==> src/sv/assert_macros.svh <==
// Assertion macros used by the top-level design file.
`ifndef ASSERT_MACROS_SVH
`define ASSERT_MACROS_SVH
`ifndef ASSERT_OFF
`define ASSERT_ALWAYS(lbl, clk, rst_n, cond, msg) \
    lbl: assert property (@(posedge clk) disable iff (!rst_n) (cond)) else $error(msg);
`define ASSERT_IMPLIES(lbl, clk, rst_n, pre, post, msg) \
    lbl: assert property (@(posedge clk) disable iff (!rst_n) (pre) |-> (post)) else $error(msg);
`define ASSERT_NEXT(lbl, clk, rst_n, pre, post, msg) \
    lbl: assert property (@(posedge clk) disable iff (!rst_n) (pre) |=> (post)) else $error(msg);
`else
`define ASSERT_ALWAYS(lbl, clk, rst_n, cond, msg)
`define ASSERT_IMPLIES(lbl, clk, rst_n, pre, post, msg)
`define ASSERT_NEXT(lbl, clk, rst_n, pre, post, msg)
`endif
`endif

==> src/sv/isrf_ram.sv <==
// Generic single-clock RAM with one write port and one registered read port.
`timescale 1ns / 1ps
module isrf_ram #(
    parameter int WIDTH = 8,
    parameter int DEPTH = 128
) (
    input  logic                     i_clk,
    input  logic                     i_we,
    input  logic [$clog2(DEPTH)-1:0] i_waddr,
    input  logic [WIDTH-1:0]         i_wdata,
    input  logic                     i_re,
    input  logic [$clog2(DEPTH)-1:0] i_raddr,
    output logic [WIDTH-1:0]         o_rdata
);
    logic [WIDTH-1:0] r_mem [DEPTH];
    logic [WIDTH-1:0] r_q;

    always_ff @(posedge i_clk) begin
        if (i_we) begin
            r_mem[i_waddr] <= i_wdata;
        end
        if (i_re) begin
            r_q <= r_mem[i_raddr];
        end
    end

    assign o_rdata = r_q;
endmodule

==> config.mk <==
export PLATFORM = sky130hd
export DESIGN_NAME = isrf_ram
export DESIGN_NICKNAME = d
export VERILOG_FILES = /design/src/sv/assert_macros.svh /design/src/sv/isrf_ram.sv
export SDC_FILE = /design/constraint.sdc
export NUM_CORES = 1
export LEC_CHECK = 0
export BUFFER_PORTS_ARGS = -buffer_cell sky130_fd_sc_hd__buf_2
export CORE_ASPECT_RATIO = 0.6
export CORE_MARGIN = 2
export CORE_UTILIZATION = 55
export CTS_BUF_LIST = sky130_fd_sc_hd__clkbuf_16
export DETAILED_ROUTE_END_ITERATION = 12
export PLACE_DENSITY_LB_ADDON = 0.1
export SYNTH_ARGS = -nofsm -noshare
export SYNTH_HDL_FRONTEND = slang
export SYNTH_SLANG_ARGS = --single-unit
==> constraint.sdc <==
create_clock -name i_clk -period 3.6 [get_ports i_clk]
set_input_delay 0.54 -clock i_clk [delete_from_list [all_inputs] [get_ports i_clk]]
set_output_delay 0.54 -clock i_clk [all_outputs]
set_load 0.1 [all_outputs]
==> impl_metrics.py <==
metrics = {
    "setup_path": {
        "crit_fanout": 21,
        "cp_top_family": "multiplexers",
        "r2r-start": "r_mem[79][3]",
        "slowest_delay_ps": 530,
        "critPathRequiredTime_ps": 4000,
        "cp.arrival_ps": 3110,
        "crit_slowest_cell": "mux4_2",
        "crit_top_cell": "mux4_2",
        "ff2ff_setup_slack_ps": 1040,
        "cp_num_buf_inv": 3,
        "path_cells": "buf_8 -> buf_12 -> buf_4 -> mux4_2 -> mux4_2 -> mux4_2 -> mux2_2",
        "r2r_end": "o_rdata[3]",
        "path_class": "in2reg",
        "crit_path_start_kind": "input port",
        "rr_worst_depth": 4,
        "end_kind": "register",
    },
    "cts": {
        "numCtsBuffers": 91,
        "cts-resized-gates": 0,
        "clk_latency_ps": 660,
        "root_buffer": "clkbuf_16",
        "h-tree-depth": 3,
        "cts_sinks": 1032,
        "cts_tree": "built",
        "ctsLongestPathBuffers": 3,
        "cts_hold_buffers": 0,
        "post_cts_buffers": 0,
        "clk_pin_slew_ps": 70,
    },
    "finish": {
        "nFillCells": 4673,
        "fin_nets": 1849,
        "multi_input_area_sq_um": 8350,
        "regArea_sq_um": 31000,
        "final_layout_size_suffix_gt1_share_pct": 35.1,
        "syn2layout_area_growth_pct": 14.1,
    },
    "yosys": {
        "ys_ff_latch": 1032,
        "synth.distinct_cells": 16,
        "netlist_instances": 1635,
        "syn-cell-area_sq_um": 39700,
        "synth.net_count": 1660,
        "yosysSeqAreaShare_pct": 78.0,
        "ys_warn_count": 0,
        "postSynthAreaPerCell_sq_um": 24.3,
    },
    "route": {
        "wl_um": 91200,
        "detail_route.vias_per_cell": 6.30,
        "drcViolationCount": 0,
        "first_pass_iters": 5,
        "vias": 18100,
        "wl_per_cell_um": 31.7,
        "postRouteAntennaNets": 0,
        "drt_iter0_drc": 2311,
    },
    "floorplanning": {
        "start_util_pct": 55.5,
        "core_sq_um": 71600,
        "dieWidth_um": 351,
        "dieHeight_um": 212,
        "row_count": 76,
        "io_pins": 33,
        "dieArea_sq_um": 74500,
    },
    "sta": {
        "setup_viol": 0,
        "tightest_slew_ps": 1010,
        "tns_ps": 0,
        "max-slew-margin-rel_pct": 32.7,
        "period_needed_ps": 2710,
        "clock_skew_ps": 34.4,
        "rsz0062_at_grt": "false",
        "setup_ws_ps": 887,
        "slew_viol_final": 0,
        "fmax_mhz": 369,
        "hold_viol": 0,
        "finalCritPeriodShare_pct": 75.4,
    },
    "worst_hold_path": {
        "whs_path_depth": 1,
        "hold-path-endpoint": "o_rdata[1]",
        "hold_start": "i_re",
        "hold_class": "in2reg",
    },
    "power_and_ir_drop": {
        "p_leak_nw": 14.2,
        "total_power_mw": 24.9,
        "power_density_nw_per_um2": 549,
        "vdd_drop_max_uv": 403,
    },
    "grt": {
        "grt_pass1_wl_um": 130000,
        "grt_pass1_vias": 17800,
        "overflow": 0,
        "antenna_found_initial": 15,
        "grt_start_max_net_pins": 129,
        "grt_util_all_layers_pct": 25.3,
    },
    "place": {
        "dp_hpwl_um": 57800,
        "place_ws_ps": 221,
        "io_buffer_count": 32,
        "gp_congestion": 0.821,
    },
    "run": {
        "cap_violations": 0,
    },
    "status": {
        "status": "finished clean",
    },
}
## where the power goes
| group | total (mW) | switching [mW] | internal [mW] |
|---|---|---|---|
| registers | 13.3 | 0.0204 | 13.3 |
| logic | 1.35 | 0.817 | 0.535 |
| clock network | 10.3 | 4.30 | 5.96 |
## Yosys cell counts
| cell | count | share of area [%] |
|---|---|---|
| buf_1 | 18 | 0.17 |
| buf_2 | 15 | 0.19 |
| buf_4 | 11 | 0.21 |
| buf_6 | 1 | 0.028 |
| clkbuf_1 | 44 | 0.42 |
| edfxtp_1 | 1032 | 78 |
| mux2_2 | 8 | 0.23 |
| mux4_2 | 336 | 19 |
| nand2_1 | 14 | 0.13 |
| nand2b_1 | 2 | 0.031 |
| nand3_1 | 12 | 0.15 |
| nand4_1 | 3 | 0.047 |
| nor2_1 | 122 | 1.2 |
| nor2b_1 | 7 | 0.11 |
| nor3_1 | 9 | 0.11 |
| or3_1 | 1 | 0.016 |
## kinds of logic (layout without fill, tap and decap cells)
kind of cell	Yosys count	count (layout)	share of synthesized area (%)
mux	344	344	19.3
flops	1032	1032	78.0
simple gates	170	170	1.75
buf+inv	89	352	1.01
other cells	0	3	0
## layer usage
layer	track usage [%]	wire length (um)
met1	39.0	39600
met2	34.4	39700
met3	10.1	10400
met4	5.15	1480
met5	0	53
## worst max path at each step
| stage | cells past startpoint | slack [ps] | endpoint | start |
|---|---|---|---|---|
| 6_report | 7 | 890 | o_rdata[7] | i_raddr[0] |
| 3_5_place_dp | 7 | 220 | o_rdata[7] | i_raddr[0] |
| 3_3_place_gp | 7 | 210 | o_rdata[0] | i_raddr[0] |
| 5_1_grt | 7 | 840 | o_rdata[7] | i_raddr[0] |
| 4_1_cts | 7 | 910 | o_rdata[7] | i_raddr[0] |
| 2_1_floorplan | 6 | 420 | o_rdata[0] | i_raddr[0] |
## sequential cells by signal (all words and copies together) (netlist names)
name     cells
o_rdata      8
r_mem     1024
## metrics by stage
step / util (%) / cells / hold slack [ps] / area (sq um)
2_1_floorplan: - / 1635 / 639 / 39700
3_5_place_dp: 58.9 / 2706 / 922 / 42200
5_1_grt: 63.3 / 2873 / 233 / 45400
6_report: 63.3 / 2876 / 257 / 45400
4_1_cts: 63.3 / 2873 / 210 / 45400
3_3_place_gp: 58.9 / 2706 / 925 / 42200
## area by class of cell
| type | count | share of cell area (%) |
|---|---|---|
| Clock buffer | 92 | 5.08 |
| Tap cell | 975 | 2.69 |
| Antenna cell | 3 | 0.0166 |
| Multi-Input combinational cell | 514 | 18.4 |
| Timing Repair Buffer | 185 | 3.61 |
| Sequential cell | 1032 | 68.3 |
| Clock inverter | 75 | 1.86 |
## cells in the final DEF (no fill, tap or decap), types with 4 or more instances in the layout
master      count
nand2_1        14
nor2b_1         7
inv_1          14
buf_2          21
clkinvlp_4      4
buf_4         139
clkinv_1       16
nand3_1        12
edfxtp_1     1032
clkbuf_16      92
mux2_2          8
nor3_1          9
bufinv_16      18
nor2_1        122
mux4_2        336
clkinv_2       17
buf_12         23
## worst register-to-register path: stages, from the launching register on
cell      delay [ps]
edfxtp_1         370
mux4_2           570
mux4_2           590
mux4_2           510
mux2_2           270
(Power assumes the default switching activity.)
